<file path="src/rtl/zbpa_pkg.sv">
`timescale 1ns / 1ps
// Shared constants, types and helpers for the zoned bitmap page allocator.
// No dependencies.
package zbpa_pkg;

    localparam int ZONE_PAGES = 1024;
    localparam int MAX_RUN    = 16;
    localparam int ZONES      = 2;

    // Field widths fixed by the interface
    localparam int PFN_W     = 20;
    localparam int CNT_W     = 11;
    localparam int RUN_W     = 5;
    localparam int CFG_IDX_W = 3;
    localparam int CFG_W     = 20;

    // Bitmap organization: 16 pages per memory word, a run spans at most two words
    localparam int WORD_W   = 16;
    localparam int OFF_W    = $clog2(WORD_W);
    localparam int DEPTH    = (ZONES * ZONE_PAGES + WORD_W - 1) / WORD_W;
    localparam int WA_W     = (DEPTH > 1) ? $clog2(DEPTH) : 1;
    localparam int BIT_W    = WA_W + OFF_W;
    localparam int ZB       = $clog2(ZONE_PAGES);
    localparam int SIZE_MAX = (ZONE_PAGES < 2047) ? ZONE_PAGES : 2047;
    localparam int HINT_W   = $clog2(SIZE_MAX + 2);
    localparam int CMP_W    = CNT_W + 1;

    typedef enum logic [1:0] {
        ST_OK       = 2'd0,
        ST_NOFIT    = 2'd1,
        ST_OUTSIDE  = 2'd2,
        ST_OVERFLOW = 2'd3
    } t_status;

    localparam logic FN_ALLOC = 1'b0;
    localparam logic FN_FREE  = 1'b1;

    localparam logic [CFG_IDX_W-1:0] CFG_A_BASE  = 3'd0;
    localparam logic [CFG_IDX_W-1:0] CFG_A_PAGES = 3'd1;
    localparam logic [CFG_IDX_W-1:0] CFG_B_BASE  = 3'd2;
    localparam logic [CFG_IDX_W-1:0] CFG_B_PAGES = 3'd3;
    localparam logic [CFG_IDX_W-1:0] CFG_RSV     = 3'd4;

    // Effective zone size: page register saturated at the zone capacity
    function automatic logic [CNT_W-1:0] zone_size(input logic [CNT_W-1:0] pages);
        logic [CNT_W-1:0] s;
        if (int'(pages) > ZONE_PAGES) s = CNT_W'(ZONE_PAGES);
        else s = pages;
        return s;
    endfunction

endpackage

</file>
<file path="src/rtl/zbpa_ram.sv">
`timescale 1ns / 1ps
// Generic simple dual-port RAM: one write port, one read port, registered read.
// No dependencies.
module zbpa_ram #(
    parameter int WIDTH = 16,
    parameter int DEPTH = 128
) (
    input  logic                                  i_clk,
    input  logic                                  i_we,
    input  logic [((DEPTH > 1) ? $clog2(DEPTH) : 1)-1:0] i_waddr,
    input  logic [WIDTH-1:0]                      i_wdata,
    input  logic [((DEPTH > 1) ? $clog2(DEPTH) : 1)-1:0] i_raddr,
    output logic [WIDTH-1:0]                      o_rdata
);

    logic [WIDTH-1:0] r_mem [DEPTH];

    always_ff @(posedge i_clk) begin
        if (i_we) begin
            r_mem[i_waddr] <= i_wdata;
        end
        o_rdata <= r_mem[i_raddr];
    end

endmodule

</file>
<file path="src/rtl/zoned_bitmap_page_allocator.sv">
`timescale 1ns / 1ps
// Zoned bitmap page-frame allocator, top level.
// Depends on zbpa_pkg and zbpa_ram (used-bit bitmap storage).
//
// Channel   Dir  Handshake                    Payload
// s_axis    in   s_axis_tvalid/s_axis_tready  tdata: page_number, page_count; tuser: func
// m_axis    out  m_axis_tvalid/m_axis_tready  tdata: result_page, status
// cfg       in   i_cfg_valid/o_cfg_ready      i_cfg_index, i_cfg_data
//
// One request at a time. Allocate: decode, two bitmap word reads, check and two writes;
// a zero-length run or a refusal at decode is answered straight from decode, and a busy
// hint run is refused at the check.
// Free: one read-modify-write of a bitmap word per page.
// Reset clears the per-word valid bits, so the bitmap reads as all free at once.
// A result waiting on m_axis does not block the next request; the block stalls only
// when a new result is ready and the previous one has not been taken.
module zoned_bitmap_page_allocator (
    input  logic                          i_clk,
    input  logic                          i_rst_n,
    input  logic                          s_axis_tvalid,
    output logic                          s_axis_tready,
    input  logic [31:0]                   s_axis_tdata,  // [19:0] page_number, [24:20] page_count
    input  logic [0:0]                    s_axis_tuser,  // [0] func
    output logic                          m_axis_tvalid,
    input  logic                          m_axis_tready,
    output logic [23:0]                   m_axis_tdata,  // [19:0] result_page, [21:20] status
    input  logic                          i_cfg_valid,
    output logic                          o_cfg_ready,
    input  logic [zbpa_pkg::CFG_IDX_W-1:0] i_cfg_index,
    input  logic [zbpa_pkg::CFG_W-1:0]    i_cfg_data
);
    import zbpa_pkg::*;

    typedef enum logic [3:0] {
        S_IDLE, S_DECODE, S_ARD0, S_ARD1, S_ACHK, S_AWR1, S_FRD, S_FWR, S_RESP
    } t_state;

    t_state r_state;

    // configuration and zone state
    logic [PFN_W-1:0]  r_a_base, r_b_base;
    logic [CNT_W-1:0]  r_a_pages, r_b_pages;
    logic [1:0]        r_rsv;
    logic [CNT_W-1:0]  r_free_a, r_free_b;
    logic [HINT_W-1:0] r_hint_a, r_hint_b;

    // request and working registers
    logic              r_func;
    logic [PFN_W-1:0]  r_pnum;
    logic [RUN_W-1:0]  r_cnt;
    logic              r_zone;
    logic [WA_W-1:0]   r_waddr;
    logic [OFF_W-1:0]  r_off;
    logic [WORD_W-1:0] r_word0, r_word1;
    logic [PFN_W-1:0]  r_cur;
    logic [RUN_W-1:0]  r_k;
    logic [PFN_W-1:0]  r_page;
    t_status           r_status;

    // output register
    logic              r_m_valid;
    logic [PFN_W-1:0]  r_m_page;
    t_status           r_m_status;

    // bitmap storage
    logic [DEPTH-1:0]  r_vld;
    logic              r_rd_vld;
    logic              ram_we;
    logic [WA_W-1:0]   ram_waddr, ram_raddr;
    logic [WORD_W-1:0] ram_wdata, ram_rdata, rd_word;

    logic [CNT_W-1:0]  size_a, size_b;
    assign size_a = zone_size(r_a_pages);
    assign size_b = zone_size(r_b_pages);

    // ---------------- allocate decode ----------------
    logic              a_ok, b_ok, pick;
    logic [HINT_W-1:0] al_h;
    logic [CNT_W-1:0]  al_size;
    logic              al_fit;
    logic [BIT_W-1:0]  al_idx;

    always_comb begin
        a_ok    = !r_rsv[0] && (r_free_a > CNT_W'(r_cnt));
        b_ok    = (ZONES > 1) && !r_rsv[1] && (r_free_b > CNT_W'(r_cnt));
        pick    = !a_ok;
        al_h    = pick ? r_hint_b : r_hint_a;
        al_size = pick ? size_b : size_a;
        al_fit  = (CMP_W'(al_h) <= CMP_W'(al_size)) &&
                  (CMP_W'(r_cnt) <= CMP_W'(al_size) - CMP_W'(al_h));
        al_idx  = BIT_W'(ZB'(al_h)) + (pick ? BIT_W'(ZONE_PAGES) : '0);
    end

    // values for the commit of an allocation, zone already in r_zone
    logic [HINT_W-1:0] cm_h;
    logic [PFN_W-1:0]  cm_base;
    assign cm_h    = r_zone ? r_hint_b : r_hint_a;
    assign cm_base = r_zone ? r_b_base : r_a_base;

    logic [2*WORD_W-1:0] run_mask;
    logic                busy;
    assign run_mask = (((2*WORD_W)'(1) << r_cnt) - (2*WORD_W)'(1)) << r_off;
    assign rd_word  = r_rd_vld ? ram_rdata : '0;
    assign busy     = |({rd_word, r_word0} & run_mask);

    // ---------------- free lookup ----------------
    logic [PFN_W-1:0] off_a, off_b, f_offs;
    logic             hit_a, hit_b, f_zone;
    logic [BIT_W-1:0] f_idx;

    always_comb begin
        off_a  = r_cur - r_a_base;
        off_b  = r_cur - r_b_base;
        hit_a  = (r_cur >= r_a_base) && (off_a < PFN_W'(size_a));
        hit_b  = (ZONES > 1) && (r_cur >= r_b_base) && (off_b < PFN_W'(size_b));
        f_zone = !hit_a;
        f_offs = hit_a ? off_a : off_b;
        f_idx  = BIT_W'(ZB'(f_offs)) + (f_zone ? BIT_W'(ZONE_PAGES) : '0);
    end

    logic [CNT_W-1:0] fr_free, fr_size;
    assign fr_free = r_zone ? r_free_b : r_free_a;
    assign fr_size = r_zone ? size_b : size_a;

    // ---------------- bitmap port control ----------------
    always_comb begin
        ram_we    = 1'b0;
        ram_waddr = r_waddr;
        ram_wdata = r_word1;
        ram_raddr = r_waddr;
        case (r_state)
            S_ARD1: ram_raddr = r_waddr + WA_W'(1);
            S_FRD:  ram_raddr = f_idx[BIT_W-1:OFF_W];
            S_ACHK: begin
                ram_we    = !busy;
                ram_wdata = r_word0 | run_mask[WORD_W-1:0];
            end
            S_AWR1: begin
                // second word only when the run reaches into it
                ram_we    = |run_mask[2*WORD_W-1:WORD_W];
                ram_waddr = r_waddr + WA_W'(1);
            end
            S_FWR: begin
                ram_we    = 1'b1;
                ram_wdata = rd_word & ~(WORD_W'(1) << r_off);
            end
            default: ;
        endcase
    end

    zbpa_ram #(
        .WIDTH (WORD_W),
        .DEPTH (DEPTH)
    ) u_bitmap (
        .i_clk   (i_clk),
        .i_we    (ram_we),
        .i_waddr (ram_waddr),
        .i_wdata (ram_wdata),
        .i_raddr (ram_raddr),
        .o_rdata (ram_rdata)
    );

    // ---------------- sequencer ----------------
    always_ff @(posedge i_clk) begin
        if (!i_rst_n) begin
            r_state   <= S_IDLE;
            r_m_valid <= 1'b0;
            r_vld     <= '0;
            r_rd_vld  <= 1'b0;
            r_a_base  <= '0;
            r_b_base  <= '0;
            r_a_pages <= '0;
            r_b_pages <= '0;
            r_rsv     <= '0;
            r_free_a  <= '0;
            r_free_b  <= '0;
            r_hint_a  <= '0;
            r_hint_b  <= '0;
        end else begin
            r_rd_vld <= r_vld[ram_raddr];
            if (ram_we) begin
                r_vld[ram_waddr] <= 1'b1;
            end
            // in S_RESP the output register is reloaded below
            if (r_m_valid && m_axis_tready && r_state != S_RESP) begin
                r_m_valid <= 1'b0;
            end

            case (r_state)
                S_IDLE: begin
                    if (s_axis_tvalid) begin
                        r_func  <= s_axis_tuser[0];
                        r_pnum  <= s_axis_tdata[PFN_W-1:0];
                        r_cnt   <= s_axis_tdata[PFN_W+RUN_W-1:PFN_W];
                        r_state <= S_DECODE;
                    end
                end
                S_DECODE: begin
                    if (int'(r_cnt) > MAX_RUN) begin
                        r_page   <= '0;
                        r_status <= ST_NOFIT;
                        r_state  <= S_RESP;
                    end else if (r_func == FN_FREE) begin
                        r_page   <= '0;
                        r_status <= ST_OK;
                        if (r_cnt != '0) begin
                            r_cur   <= r_pnum;
                            r_k     <= '0;
                            r_state <= S_FRD;
                        end else begin
                            r_state <= S_RESP;
                        end
                    end else if (!(a_ok || b_ok) || !al_fit) begin
                        r_page   <= '0;
                        r_status <= ST_NOFIT;
                        r_state  <= S_RESP;
                    end else if (r_cnt == '0) begin
                        // empty run: answer the hint page and step the hint by one
                        r_page   <= (pick ? r_b_base : r_a_base) + PFN_W'(al_h);
                        r_status <= ST_OK;
                        r_state  <= S_RESP;
                        if (pick) r_hint_b <= al_h + HINT_W'(1);
                        else      r_hint_a <= al_h + HINT_W'(1);
                    end else begin
                        r_page   <= '0;
                        r_status <= ST_OK;
                        r_zone   <= pick;
                        r_waddr  <= al_idx[BIT_W-1:OFF_W];
                        r_off    <= al_idx[OFF_W-1:0];
                        r_state  <= S_ARD0;
                    end
                end
                S_ARD0: r_state <= S_ARD1;
                S_ARD1: begin
                    r_word0 <= rd_word;
                    r_state <= S_ACHK;
                end
                S_ACHK: begin
                    if (busy) begin
                        r_status <= ST_NOFIT;
                        r_state  <= S_RESP;
                    end else begin
                        r_word1 <= rd_word | run_mask[2*WORD_W-1:WORD_W];
                        r_state <= S_AWR1;
                    end
                end
                S_AWR1: begin
                    r_page <= cm_base + PFN_W'(cm_h);
                    if (r_zone) begin
                        r_hint_b <= cm_h + HINT_W'(r_cnt) + HINT_W'(1);
                        r_free_b <= r_free_b - CNT_W'(r_cnt);
                    end else begin
                        r_hint_a <= cm_h + HINT_W'(r_cnt) + HINT_W'(1);
                        r_free_a <= r_free_a - CNT_W'(r_cnt);
                    end
                    r_state <= S_RESP;
                end
                S_FRD: begin
                    if (!(hit_a || hit_b)) begin
                        r_status <= ST_OUTSIDE;
                        r_state  <= S_RESP;
                    end else begin
                        r_zone  <= f_zone;
                        r_waddr <= f_idx[BIT_W-1:OFF_W];
                        r_off   <= f_idx[OFF_W-1:0];
                        r_state <= S_FWR;
                    end
                end
                S_FWR: begin
                    if (fr_free >= fr_size) begin
                        if (r_zone) r_free_b <= fr_size;
                        else        r_free_a <= fr_size;
                        r_status <= ST_OVERFLOW;
                        r_state  <= S_RESP;
                    end else begin
                        if (r_zone) r_free_b <= r_free_b + CNT_W'(1);
                        else        r_free_a <= r_free_a + CNT_W'(1);
                        r_k   <= r_k + RUN_W'(1);
                        r_cur <= r_cur + PFN_W'(1);
                        if (r_k + RUN_W'(1) == r_cnt) r_state <= S_RESP;
                        else                          r_state <= S_FRD;
                    end
                end
                S_RESP: begin
                    if (!r_m_valid || m_axis_tready) begin
                        r_m_valid  <= 1'b1;
                        r_m_page   <= (r_status == ST_OK) ? r_page : '0;
                        r_m_status <= r_status;
                        r_state    <= S_IDLE;
                    end
                end
                default: r_state <= S_IDLE;
            endcase

            // writes must arrive only while no request is in flight; the block does not enforce this
            if (i_cfg_valid) begin
                case (i_cfg_index)
                    CFG_A_BASE:  r_a_base <= i_cfg_data[PFN_W-1:0];
                    CFG_A_PAGES: begin
                        r_a_pages <= i_cfg_data[CNT_W-1:0];
                        r_free_a  <= zone_size(i_cfg_data[CNT_W-1:0]);
                    end
                    CFG_B_BASE:  r_b_base <= i_cfg_data[PFN_W-1:0];
                    CFG_B_PAGES: begin
                        r_b_pages <= i_cfg_data[CNT_W-1:0];
                        r_free_b  <= zone_size(i_cfg_data[CNT_W-1:0]);
                    end
                    CFG_RSV:     r_rsv <= i_cfg_data[1:0];
                    default: ;
                endcase
            end
        end
    end

    assign s_axis_tready = (r_state == S_IDLE);
    assign o_cfg_ready   = 1'b1;
    assign m_axis_tvalid = r_m_valid;
    assign m_axis_tdata  = {2'b00, r_m_status, r_m_page};

endmodule
</file>
<file path="config.mk">
export PLATFORM = sky130hd
export DESIGN_NAME = zoned_bitmap_page_allocator
export DESIGN_NICKNAME = d
export VERILOG_FILES = /design/src/rtl/zbpa_pkg.sv /design/src/rtl/zbpa_ram.sv /design/src/rtl/zoned_bitmap_page_allocator.sv
export SDC_FILE = /design/constraint.sdc
export NUM_CORES = 2
export LEC_CHECK = 0
export BUFFER_PORTS_ARGS = -buffer_cell sky130_fd_sc_hd__buf_2
export CAP_MARGIN = 30
export CORE_UTILIZATION = 25
export CTS_CLUSTER_SIZE = 25
export DETAILED_ROUTE_END_ITERATION = 10
export PLACE_DENSITY = 0.49
export SYNTH_ARGS = -nofsm -noshare
export SYNTH_HDL_FRONTEND = slang
export SYNTH_HIERARCHICAL = 1
export SYNTH_SLANG_ARGS = --single-unit
</file>
<file path="constraint.sdc">
create_clock -name i_clk -period 17 [get_ports i_clk]
set_input_delay 2.55 -clock i_clk [delete_from_list [all_inputs] [get_ports i_clk]]
set_output_delay 2.55 -clock i_clk [all_outputs]
set_load 0.02 [all_outputs]
</file>
After elaboration in Yosys (flattened, before gate mapping) --
Memory sizes are Yosys's and may differ from the RTL's. A register that Yosys moved wholly into a read port is not among the register bits. Index checks and enable logic that the tools add are counted.
Storage, ports and cells: bits in registers 381, latch bits 0, bits in writable memories 2048, bits in read-only memories 0, input port bits 61, output and inout bits 27, word-level logic and storage cells 258, memories 1
Cells by class: add/subtract/negate cells 18, multipliers 0, divide/modulo/power cells 0, magnitude comparators 16, equal/unequal tests 32, shift operators 3, muxes and demuxes 107, bitwise gates (word level) 7, reductions and logical operators 47
Memory list:
- u_bitmap.r_mem | words 128, width 16, rd ports 1, clocked after memory_dff 1, write ports 1, line zbpa_ram.sv:16 | logic [WIDTH-1:0] r_mem [DEPTH];
Operators by type and width (number):
- 11-bit 2-to-1 mux | 34
- 20-bit 2-to-1 mux | 10
- 128-bit OR | 1
- 11-bit one-hot mux with 2 select lines | 4
- 20-bit one-hot mux with 2 select lines | 2
- 4-bit 2-to-1 mux | 16
- 11-bit by 1-bit adder with 11-bit output, second input constant | 4
- 7-bit 2-to-1 mux | 6
- 20-bit by 11-bit adder with 20-bit output | 2
- 20-bit >= comparator | 2
- 20-bit by 11-bit < comparator with 1-bit output | 2
- 20-bit subtractor | 2
- 2-bit != test, second input constant | 18
- 4-bit one-hot mux with 9 select lines | 1
- 11-bit > comparator, second input constant | 3
- 32-bit AND | 1
- 16-bit OR | 2
- 16-bit one-hot mux with 2 select lines | 1
- 32-bit OR reduction | 1
- 1-bit by 5-bit << shifter with 32-bit output, first input constant | 1
- 32-bit by 4-bit << shifter with 32-bit output | 1
- 32-bit by 2-bit subtractor with 32-bit output, second input constant | 1
- 7-bit one-hot mux with 2 select lines | 2
- 10-bit by 11-bit adder with 11-bit output | 2
- 54 further kinds | 111

Logic depth before layout (Yosys ltp) --
depth after elaboration 12, mapped depth 33, gate-level depth less buffers 27

Cells and area by module --
The synthesis kept the hierarchy.
Modules (own cells, without submodules):
- zbpa_ram | instances 1, cells each 3086, area an instance 78526.6 um2, seq. area each 61819.3 um2
- zoned_bitmap_page_allocator | instances 1, cells each 3213, area an instance 26232.7 um2, seq. area each 8988.6 um2

Least setup slack after synthesis --
Ideal clock, no wire load.
path kind flip-flop to flip-flop, start point register r_cnt[1], end point memory u_bitmap.r_mem[0][13], data pin, setup time 1.197 ns, arrival time 8.306 ns, data required time 15.803 ns, path slack 7.497 ns, cell stages (with the launch flop) 18, path buffers 3, period minus slack after synthesis 9.503 ns, cell sequence edfxtp_1 -> buf_2 -> buf_6 -> nor4_1 -> and2_1 -> clkinv_1 -> ha_1 -> buf_2 -> nor4_1 -> a21oi_1 -> o211ai_1 -> o31ai_1 -> a21oi_1 -> mux2_2 -> nor2_1 -> a21oi_1 -> nor2_1 -> o21ai_0
On the way: longest elaborated chain between the ends 5
RTL lines:
- start, declared | line zoned_bitmap_page_allocator.sv:50 | logic [RUN_W-1:0] r_cnt;
- start signal, assigned | line zoned_bitmap_page_allocator.sv:194 | r_cnt <= s_axis_tdata[PFN_W+RUN_W-1:PFN_W];
- 1-bit by 5-bit << shifter with 32-bit output | line zoned_bitmap_page_allocator.sv:102 | assign run_mask = (((2*WORD_W)'(1) << r_cnt) - (2*WORD_W)'(1)) << r_off;
- 32-bit by 2-bit subtractor with 32-bit output | line zoned_bitmap_page_allocator.sv:102
- 32-bit by 4-bit << shifter with 32-bit output | line zoned_bitmap_page_allocator.sv:102
- 16-bit OR | line zoned_bitmap_page_allocator.sv:136 | ram_wdata = r_word0 | run_mask[WORD_W-1:0];
- 16-bit one-hot mux with 2 select lines | line zoned_bitmap_page_allocator.sv:131 | case (r_state)
- named net ram_wdata[13] | line zoned_bitmap_page_allocator.sv:70 | logic [WORD_W-1:0] ram_wdata, ram_rdata, rd_word;
- end, declared | line zbpa_ram.sv:16
The timed path passes the listed nets, and every way through them passes these cells.

Final worst setup path --
start point register r_cur[1], end point register u_bitmap.o_rdata[13] (read register of u_bitmap.r_mem)
On the way: longest elaborated chain between the ends 6, elaborated cells on any way between the ends 9, those cells by class add/sub (3); order compare (2); mux (3); reduce/logical (1)
RTL lines:
- start, declared | line zoned_bitmap_page_allocator.sv:55 | logic [PFN_W-1:0] r_cur;
- start signal, assigned | line zoned_bitmap_page_allocator.sv:207 | r_cur <= r_pnum;
- start signal, assigned | line zoned_bitmap_page_allocator.sv:279 | r_cur <= r_cur + PFN_W'(1);
- 20-bit subtractor | line zoned_bitmap_page_allocator.sv:112 | off_a = r_cur - r_a_base;
- 20-bit by 11-bit < comparator with 1-bit output | line zoned_bitmap_page_allocator.sv:114 | hit_a = (r_cur >= r_a_base) && (off_a < PFN_W'(size_a));
- 1-bit logical AND | line zoned_bitmap_page_allocator.sv:114
- 10-bit 2-to-1 mux / 11-bit 2-to-1 mux (equally long branches) | line zoned_bitmap_page_allocator.sv:117, zoned_bitmap_page_allocator.sv:118
- 10-bit by 11-bit adder with 11-bit output * | line zoned_bitmap_page_allocator.sv:118 | f_idx = BIT_W'(ZB'(f_offs)) + (f_zone ? BIT_W'(ZONE_PAGES) : '0);
- 7-bit one-hot mux with 2 select lines * | line zoned_bitmap_page_allocator.sv:131
- end, declared | line zbpa_ram.sv:13 | output logic [WIDTH-1:0] o_rdata
Mark *: on every way between the ends. The rest lies on a longest branch, timed or not. A chain may end at the register's enable or synchronous reset.

==> metrics.csv <==
stage;metric;value;unit
synthesis;Netlist cell types;95;
route;vias per inst;4.81;
worst_hold_path;Hold WC Path Type;reg -> reg;
worst_hold_path;worst hold path stage count;2;
global_route;vias in the first global route;59200;
final_layout;fin nets;6739;
clock_tree;Resize count post-CTS;0;
final_layout;sequential cell area;0.0708;sq mm
die;CORE AREA;0.417;sq mm
sta;Tmin final;9280;ps
power_and_ir_drop;power density cells;106;mW/mm^2
synthesis;sequential-to-total area share from yosys stat;67.6;%
die;Die H;649;um
die;DIE AREA;0.422;sq mm
critical_path;CP max FO;120;
sta;Max Transition Viols Final;0;
placement;Post-DP HPWL;180000;um
final_layout;area of the multi-input gates;0.0323;sq mm
global_route;pin count of the biggest net entering global routing;124;
final_layout;commonest non-fill, non-tap cell in the layout;edfxtp_1;
clock_tree;clk buf depth;4;
sta;skew final;111;ps
critical_path;startpoint types;register;
final_layout;fill cell count;41200;
placement;routability congestion estimate;0.859;
sta;Worst Max-Slew Pin Slew;1040;ps
synthesis;synthesized flop and latch total;2444;
route;DRT Pass-1 Iters;8;
final_layout;share of cells above drive strength 1;23.2;%
synthesis;Syn. warnings;6;
die;I/O Pins;88;
synthesis;cells after synthesis;6299;
clock_tree;Post-CTS Hold Fix Bufs;0;
synthesis;synth top area cells;edfxtp_1 (63%), mux4_2 (15%), dfxtp_1 (4.9%);
synthesis;fraction of registers with async set/reset;0;%
clock_tree;Sink Count;2444;
sta;Fin. Hold Viols;0;
route;DRC;0;
status;status;finished clean;
sta;Fmax;108;MHz
global_route;first-pass GRT wire length;428000;um
route;Antenna Violating Nets Remaining;0;
sta;final worst path period share;54.6;%
power_and_ir_drop;Overall Power;0.0128;W
route;wire length per cell;24.4;um
global_route;overflow left after global routing;0;
clock_tree;H-tree depth;5;
synthesis;top cell type's share of synthesized area;62.7;%
synthesis;Post-synth EDFFs;2186;
critical_path;Worst EP required;17720;ps
final_layout;Layout Cell Area excl Fill;0.121;sq mm
critical_path;WP data arrival;10000;ps
critical_path;CP endpoint kind;register;
die;die width;649;um
critical_path;Slowest cell on crit path;buf_4;
route;initial DRC count;5478;
clock_tree;Worst-path clk slew;60;ps
die;Rows;237;
placement;number of port buffers;77;
placement;DP Area;0.113;sq mm
synthesis;mean post-synth cell area;16.6;sq um
power_and_ir_drop;worst-case vdd ir drop;0.0810;mV
critical_path;R2R setup slack;7720;ps
global_route;initial antenna violation count;18;
synthesis;largest area contributor in the netlist;edfxtp_1;
sta;Sum Neg Setup Slack;0;ps
power_and_ir_drop;Leak;38.5;nW
clock_tree;CTS buffer count;271;
global_route;Tot GR Track Use;13.7;%
clock_tree;CTS tree;done;
synthesis;top_reg_cell synth;edfxtp_1;
die;Initial Util;25.1;%
sta;Rel. slew slack;30.8;%
sta;RSZ-0062 raised after global routing;no;
clock_tree;latest clock arrival within the worst-skew pair;880;ps
sta;setup violators final;0;
route;routed vias;58800;
critical_path;Crit path largest cell delay;850;ps
critical_path;FF-to-FF path depth;25;
synthesis;synthesized cell area;0.105;sq mm
clock_tree;Post-CTS Setup Inserts;0;
flow_run;max cap viols;0;
final_layout;area delta synth->final;16.0;%
final_layout;commonest non-fill, non-tap cells in the layout;edfxtp_1 (2186), mux4_2 (676), nand2_1 (465);
critical_path;Crit Path Category;reg -> reg;
clock_tree;clk root buf;clkbuf_16;
route;Detailed Route WL;298000;um
[Yosys cell counts, types with 50 or more instances]
master	count
o21a_1	161
edfxtp_1	2186
mux2_2	56
ha_1	129
nand2_1	465
xnor2_1	79
mux2i_1	101
clkbuf_1	226
o21ai_0	172
dfxtp_1	258
mux4_2	676
a21oi_1	222
buf_2	77
inv_1	141
and2_1	50
nor2_1	458
nand3_1	85
nor3_1	52
[routing by layer]
layer / global-route usage [%] / vias to the layer above / share of wire [%]
met2: 22.7 / 1860 / 48
li1: - / 25400 / -
met5: 0 / - / 0.0044
met1: 19.0 / 31100 / 44
met4: 3.42 / 2 / 2.4
met3: 1.85 / 380 / 5.4
[worst max-delay path: cells and delay by family (launching register included)]
kind / cells / cell delay, ps
multiplexers: 5 / 2340
AND/OR/NAND/NOR: 4 / 610
AO/OA/AOI/OAI: 9 / 1900
buffers and inverters: 4 / 2350
XOR/XNOR: 1 / 280
flip-flops: 1 / 610
adder cells (fa/ha/maj): 2 / 740
[power by group]
group          total, W  internal [W]  switching, W
logic          0.000626      0.000223      0.000403
clock network   0.00564       0.00326       0.00238
registers       0.00655       0.00653     0.0000244
[kinds of logic after synthesis]
logic type / after synthesis / share of synthesized area [%]
AND/OR/NAND/NOR: 1305 / 5.48
XOR/XNOR: 121 / 1.01
AO/OA/AOI/OAI: 938 / 5.93
other: 2 / 0.00717
multiplexers: 841 / 16.2
adder cells (fa/ha/maj): 141 / 1.73
flip-flops: 2444 / 67.6
buffers and inverters: 507 / 2.05
[flip-flops by register name, summed over array words and instances (netlist names), 5 cells and up]
signal,cells
r_b_base,20
r_hint_a,11
r_page,20
r_b_pages,11
r_free_a,11
r_word1,16
r_cnt,5
r_a_pages,11
r_free_b,11
r_k,5
r_waddr,6
u_bitmap/o_rdata,16
r_hint_b,11
r_vld,128
r_a_base,20
r_word0,16
r_pnum,20
u_bitmap/r_mem,2048
r_cur,20
r_m_page,20
[per-stage QoR]
stage	cells	hold slack (ps)	util [%]	setup slack, ps
6_report	12200	454	29.1	7720
5_1_grt	12200	473	29.1	7220
4_1_cts	12200	453	29.1	7660
3_5_place_dp	11800	446	27.1	7700
3_3_place_gp	11800	438	27.1	7600
2_1_floorplan	6300	427	-	7500
[final timing paths]
path | from | end
max | r_cur[1] | u_bitmap/o_rdata[13]
min reg2reg | r_b_pages[1] | r_b_pages[1]
max reg2reg | r_cur[1] | u_bitmap/o_rdata[13]
min | r_b_pages[1] | r_b_pages[1]
[cell type report]
type | instances | share of cell area, %
inverter | 146 | 0.477
clock inverter | 119 | 0.887
clock buffer | 351 | 6.01
sequential | 2444 | 58.3
multi-input combinational | 3349 | 26.6
timing repair buffer | 329 | 2.07
tap | 5497 | 5.66
antenna | 4 | 0.00824
Note: power is estimated with default switching activity, not from simulation.
